### src/rtl/spuv_pkg.sv
// Shared types, constants and step functions for the spherical UV mapper.
// Used by spuv_sqrt, spuv_cordic and spherical_uv_map_top; no dependencies.
package spuv_pkg;

    localparam int COORD_W   = 16;
    localparam int ANGLE_W   = 16;
    localparam int RAD_W     = 48;   // radicand width of the root pipeline
    localparam int ROOT_W    = RAD_W / 2;
    localparam int REM_W     = ROOT_W + 1;
    localparam int SQ_STAGES = 6;
    localparam int SQ_PER    = ROOT_W / SQ_STAGES;
    localparam int CD_STEPS  = 32;
    localparam int CD_STAGES = 8;
    localparam int CD_PER    = CD_STEPS / CD_STAGES;
    localparam int CV_W      = 27;   // CORDIC vector width
    localparam int CZ_W      = 33;   // angle accumulator, pi = 2^31
    localparam int PIPE_LEN  = 2 + SQ_STAGES + CD_STAGES;

    // register indexes
    localparam logic [0:0] REG_AXIS_MODE = 1'b0;

    typedef struct packed {
        logic [RAD_W-1:0]  rad;
        logic [REM_W-1:0]  rem;
        logic [ROOT_W-1:0] root;
    } sq_state_t;

    typedef struct packed {
        logic signed [CV_W-1:0] xv;
        logic signed [CV_W-1:0] yv;
        logic signed [CZ_W-1:0] z;
    } cd_state_t;

    localparam logic [29:0] ATAN_STEP [0:CD_STEPS-1] = '{
        30'h20000000, 30'h12E4051E, 30'h09FB385B, 30'h051111D4, 30'h028B0D43,
        30'h0145D7E1, 30'h00A2F61E, 30'h00517C55, 30'h0028BE53, 30'h00145F2F,
        30'h000A2F98, 30'h000517CC, 30'h00028BE6, 30'h000145F3, 30'h0000A2FA,
        30'h0000517D, 30'h000028BE, 30'h0000145F, 30'h00000A30, 30'h00000518,
        30'h0000028C, 30'h00000146, 30'h000000A3, 30'h00000051, 30'h00000029,
        30'h00000014, 30'h0000000A, 30'h00000005, 30'h00000003, 30'h00000001,
        30'h00000001, 30'h00000000
    };

    // one digit of a restoring square root, two radicand bits at a time
    function automatic sq_state_t sqrt_step(sq_state_t s);
        sq_state_t   n;
        logic [26:0] acc;
        logic [26:0] trial;
        acc   = {s.rem, s.rad[RAD_W-1 -: 2]};
        trial = {1'b0, s.root, 2'b01};
        n.rad = {s.rad[RAD_W-3:0], 2'b00};
        if (acc >= trial) begin
            n.rem  = REM_W'(acc - trial);
            n.root = {s.root[ROOT_W-2:0], 1'b1};
        end else begin
            n.rem  = acc[REM_W-1:0];
            n.root = {s.root[ROOT_W-2:0], 1'b0};
        end
        return n;
    endfunction

    // one vectoring rotation; shifts floor toward minus infinity
    function automatic cd_state_t cordic_step(cd_state_t s, logic [4:0] i);
        cd_state_t              n;
        logic signed [CV_W-1:0] dx;
        logic signed [CV_W-1:0] dy;
        logic signed [CZ_W-1:0] a;
        dx = s.yv >>> i;
        dy = s.xv >>> i;
        a  = $signed({3'b000, ATAN_STEP[i]});
        if (!s.yv[CV_W-1]) begin
            n.xv = s.xv + dx;
            n.yv = s.yv - dy;
            n.z  = s.z + a;
        end else begin
            n.xv = s.xv - dx;
            n.yv = s.yv + dy;
            n.z  = s.z - a;
        end
        return n;
    endfunction

    // Q0.31 angle to Q0.16: clamp below zero, round half up, saturate
    function automatic logic [ANGLE_W-1:0] angle_out(logic signed [CZ_W:0] q);
        logic [CZ_W:0] r;
        r = ($unsigned(q) + (CZ_W+1)'(1 << (30 - ANGLE_W))) >> (31 - ANGLE_W);
        if (q[CZ_W]) begin
            return '0;
        end else if (|r[CZ_W:ANGLE_W]) begin
            return '1;
        end else begin
            return r[ANGLE_W-1:0];
        end
    endfunction

endpackage

### src/rtl/spuv_sqrt.sv
// Pipelined restoring square root: 48-bit radicand, 24-bit floor root and 25-bit remainder.
// Depends on spuv_pkg for the step function and stage counts.
module spuv_sqrt (
    input  logic                          aclk,
    input  logic                          en,
    input  logic [spuv_pkg::RAD_W-1:0]    rad_in,
    output logic [spuv_pkg::ROOT_W-1:0]   root_out,
    output logic [spuv_pkg::REM_W-1:0]    rem_out
);

    spuv_pkg::sq_state_t st_reg  [1:spuv_pkg::SQ_STAGES];
    spuv_pkg::sq_state_t st_next [1:spuv_pkg::SQ_STAGES];
    spuv_pkg::sq_state_t st_in   [1:spuv_pkg::SQ_STAGES];

    assign st_in[1] = '{rad: rad_in, rem: '0, root: '0};

    for (genvar k = 1; k <= spuv_pkg::SQ_STAGES; k++) begin : g_stage
        if (k > 1) begin : g_link
            assign st_in[k] = st_reg[k-1];
        end

        always_comb begin
            spuv_pkg::sq_state_t s;
            s = st_in[k];
            for (int j = 0; j < spuv_pkg::SQ_PER; j++) begin
                s = spuv_pkg::sqrt_step(s);
            end
            st_next[k] = s;
        end

        always_ff @(posedge aclk) begin
            if (en) begin
                st_reg[k] <= st_next[k];
            end
        end
    end

    assign root_out = st_reg[spuv_pkg::SQ_STAGES].root;
    assign rem_out  = st_reg[spuv_pkg::SQ_STAGES].rem;

endmodule

### config.mk
export PLATFORM = sky130hd
export DESIGN_NAME = spuv_sqrt
export DESIGN_NICKNAME = d
export VERILOG_FILES = /design/src/rtl/spuv_pkg.sv /design/src/rtl/spuv_sqrt.sv
export SDC_FILE = /design/constraint.sdc
export NUM_CORES = 1
export LEC_CHECK = 0
export ABC_AREA = 1
export BUFFER_PORTS_ARGS = -buffer_cell sky130_fd_sc_hd__buf_2
export CAP_MARGIN = 20
export CELL_PAD_IN_SITES_DETAIL_PLACEMENT = 0
export CELL_PAD_IN_SITES_GLOBAL_PLACEMENT = 1
export CORE_MARGIN = 2
export CORE_UTILIZATION = 47
export DETAILED_ROUTE_END_ITERATION = 12
export HOLD_SLACK_MARGIN = 0.12
export PLACE_DENSITY_LB_ADDON = 0.05
export SLEW_MARGIN = 10
export SYNTH_ARGS = -nofsm -noshare
export SYNTH_HDL_FRONTEND = slang
export SYNTH_SLANG_ARGS = --single-unit
export TNS_END_PERCENT = 1
### constraint.sdc
create_clock -name aclk -period 11.1 [get_ports aclk]
set_input_delay 2.22 -clock aclk [delete_from_list [all_inputs] [get_ports aclk]]
set_output_delay 2.22 -clock aclk [all_outputs]
set_load 0.01 [all_outputs]
==> impl_metrics.json <==
{
  "outcome": "complete, no violations",
  "place_congestion": 0.9667,
  "hold_start": "st_reg[0][346]",
  "vias": 41620,
  "wirelength_mm": 139.8,
  "slew_headroom": 0.3327,
  "numCtsBuffers": 44,
  "h-tree-depth": 2,
  "endpoint_kind": "flop",
  "area_growth_pct": 7.762,
  "drt-initial-drc-count": 3434,
  "drc_errors": 0,
  "drive_above_1_share": 0.05848,
  "largest_reg_flops": 354,
  "yosysSeqAreaShare": 0.2578,
  "dp_cells": 7598,
  "final_util": 0.5114,
  "overflow": 0,
  "tritoncts": "done",
  "r2r_cells": 47,
  "clock_skew_ns": 0.02890,
  "hpwlAfterDp_mm": 115.3,
  "antenna_found_initial": 0,
  "required_ns": 11.53,
  "ys_seq_elements": 354,
  "critPathMostFrequentCell": "nand2_1",
  "r2r_slack_ns": 0.86,
  "vias_per_cell": 5.414,
  "final_antenna_net_count": 0,
  "drt-pass1-iter-count": 6,
  "die_h_um": 300.2,
  "maxCapViolCount": 0,
  "hold_violations": 0,
  "initial_core_util": 0.4746,
  "clock_path_buffers": 3,
  "grt_pass1_vias": 39070,
  "holdPathStages": 0,
  "fin_crit_sh": 0.9226,
  "period_needed_ns": 10.24,
  "antenna_cells": 0,
  "synthTopCellsByCount": "nand2_1 (1,962), inv_1 (870), nor2_1 (679)",
  "yosys-top-cells-area": "edfxtp_1 (26%), nand2_1 (18%), ha_1 (9.9%), inv_1 (7.9%), nor2_1 (6.2%)",
  "postSynthCellCount": 6402,
  "synth-edff-count": 354,
  "path_class": "flop to flop",
  "crit_slowest_cell": "o21ai_0",
  "hold_buffers": 0,
  "reg2reg_from": "st_reg[0][368]",
  "portBuffers": 98,
  "max_stage_delay_ns": 0.71,
  "synth.most_common_cell": "nand2_1",
  "crit_path_max_fanout": 29,
  "dieArea_um2": 90120,
  "die_x_um": 300.2,
  "worst_setup_path_start_kind": "flop",
  "clock-sinks": 354,
  "synth-main-ff-cell": "edfxtp_1",
  "grt_usage": 0.3046,
  "num_rows": 108,
  "grt_start_max_net_pins": 145,
  "insertion_delay_ns": 0.62,
  "maxSlewViolCount": 0,
  "rsz0062_at_grt": "no",
  "root_buffer": "clkbuf_16",
  "yosysWarnings": 0,
  "io_pins": 99,
  "hp-class": "flop to flop",
  "holdPathEnd": "st_reg[0][443]",
  "synth.avg_cell_area_um2": 6.441,
  "wl_per_cell_um": 18.19,
  "core_area_um2": 86890,
  "cp_data_arrival_time_ns": 10.68,
  "worst_pin_slew_ns": 1.001,
  "async_flop_share": 0,
  "grt_pass1_wl_mm": 217.1,
  "max_freq_ghz": 0.09765,
  "cp-startpoint": "st_reg[0][368]",
  "synth_top_area_frac": 0.2578,
  "clk_pin_slew_ns": 0.06,
  "synth_area_um2": 41230,
  "finalSetupViolations": 0,
  "fin_nets": 6875,
  "synth_cell_types": 66,
  "fin_cells": 7687,
  "synth_top_cell_by_area": "edfxtp_1",
  "rr_endpoint": "st_reg[0][470]"
}
[cell usage in the layout, fill, tap and decap left out, types with 118 or more instances in the layout]
cell type	netlist	routed
a21oi_1	374	374
edfxtp_1	354	354
ha_1	326	326
inv_1	870	867
nand2_1	1962	1961
nand3_1	493	493
nand4_1	150	150
nor2_1	679	679
o21ai_0	354	352
xnor2_1	118	118
xor2_1	138	138
[layout make-up]
cell class	instances	area (µm²)
repair buffers	131	764.5
clock buffers	49	1141
clock inverters	30	297.8
fillers	9118	42450
inverters	893	3371
multi-input cells	5074	26780
flip-flops and latches	354	10630
repair inverters	1	7.507
well taps	1155	1445
[what timing repair did]
action / in CTS / in global routing
setup endpoints to repair: 26 / 27
gates cloned: 0 / 1
buffers inserted: 0 / 9
resized for setup: 4 / 10
hold endpoints to repair: 0 / 0
[metal layers]
layer | part of all wire | routed length, µm | track usage | vias to the layer above
li1 | - | - | - | 21340
met1 | 0.46 | 64160 | 0.4092 | 18950
met2 | 0.47 | 65030 | 0.5183 | 1124
met3 | 0.047 | 6533 | 0.02941 | 210
met4 | 0.029 | 4086 | 0.09012 | 0
met5 | 0 | 0 | 0 | -
[stage by stage]
step | setup TNS [ns] | setup slack [ns] | cell area (µm²) | hold slack [ns]
final | 0 | 0.8593 | 44430 | 0.4077
after global routing | 0 | 0.008366 | 44430 | 0.4166
after CTS | 0 | 0.1418 | 44340 | 0.4115
after detailed placement | -7.442 | -0.4390 | 42880 | 0.4045
after global placement | -7.874 | -0.4577 | 42880 | 0.4015
after floorplan | 0 | 2.672 | 41240 | 0.4003
[worst max-delay path, delay by kind of cell (launching register included)]
kind	cells	cell delay [ns]
flip-flops	1	0.51
AO/OA/AOI/OAI	11	2.82
adder cells (fa/ha/maj)	4	1.63
AND/OR/NAND/NOR	24	3.71
buffers and inverters	8	1.32
[kinds of logic (layout without fill, tap and decap cells)]
kind of cell	count (synthesis)	in the layout	share of synthesized area
flip-flops	354	354	0.2578
XOR/XNOR	256	256	0.05438
AO/OA/AOI/OAI	905	905	0.1205
AND/OR/NAND/NOR	3583	3583	0.3747
adder cells (fa/ha/maj)	326	326	0.09892
other	1	3	0.00009095
buffers and inverters	976	1104	0.09334
multiplexers	1	1	0.0002428
[worst max path at each step]
stage                                 to  slack [ns]
after floorplan           st_reg[0][568]        2.67
after global placement    st_reg[0][471]       -0.46
after detailed placement  st_reg[0][470]       -0.44
after CTS                 st_reg[0][471]        0.14
after global routing      st_reg[0][470]       0.008
final                     st_reg[0][470]        0.86
Power is left out: the tool's default activity adds up to more than one toggle a clock period on the data nets, which glitch-free logic cannot reach.
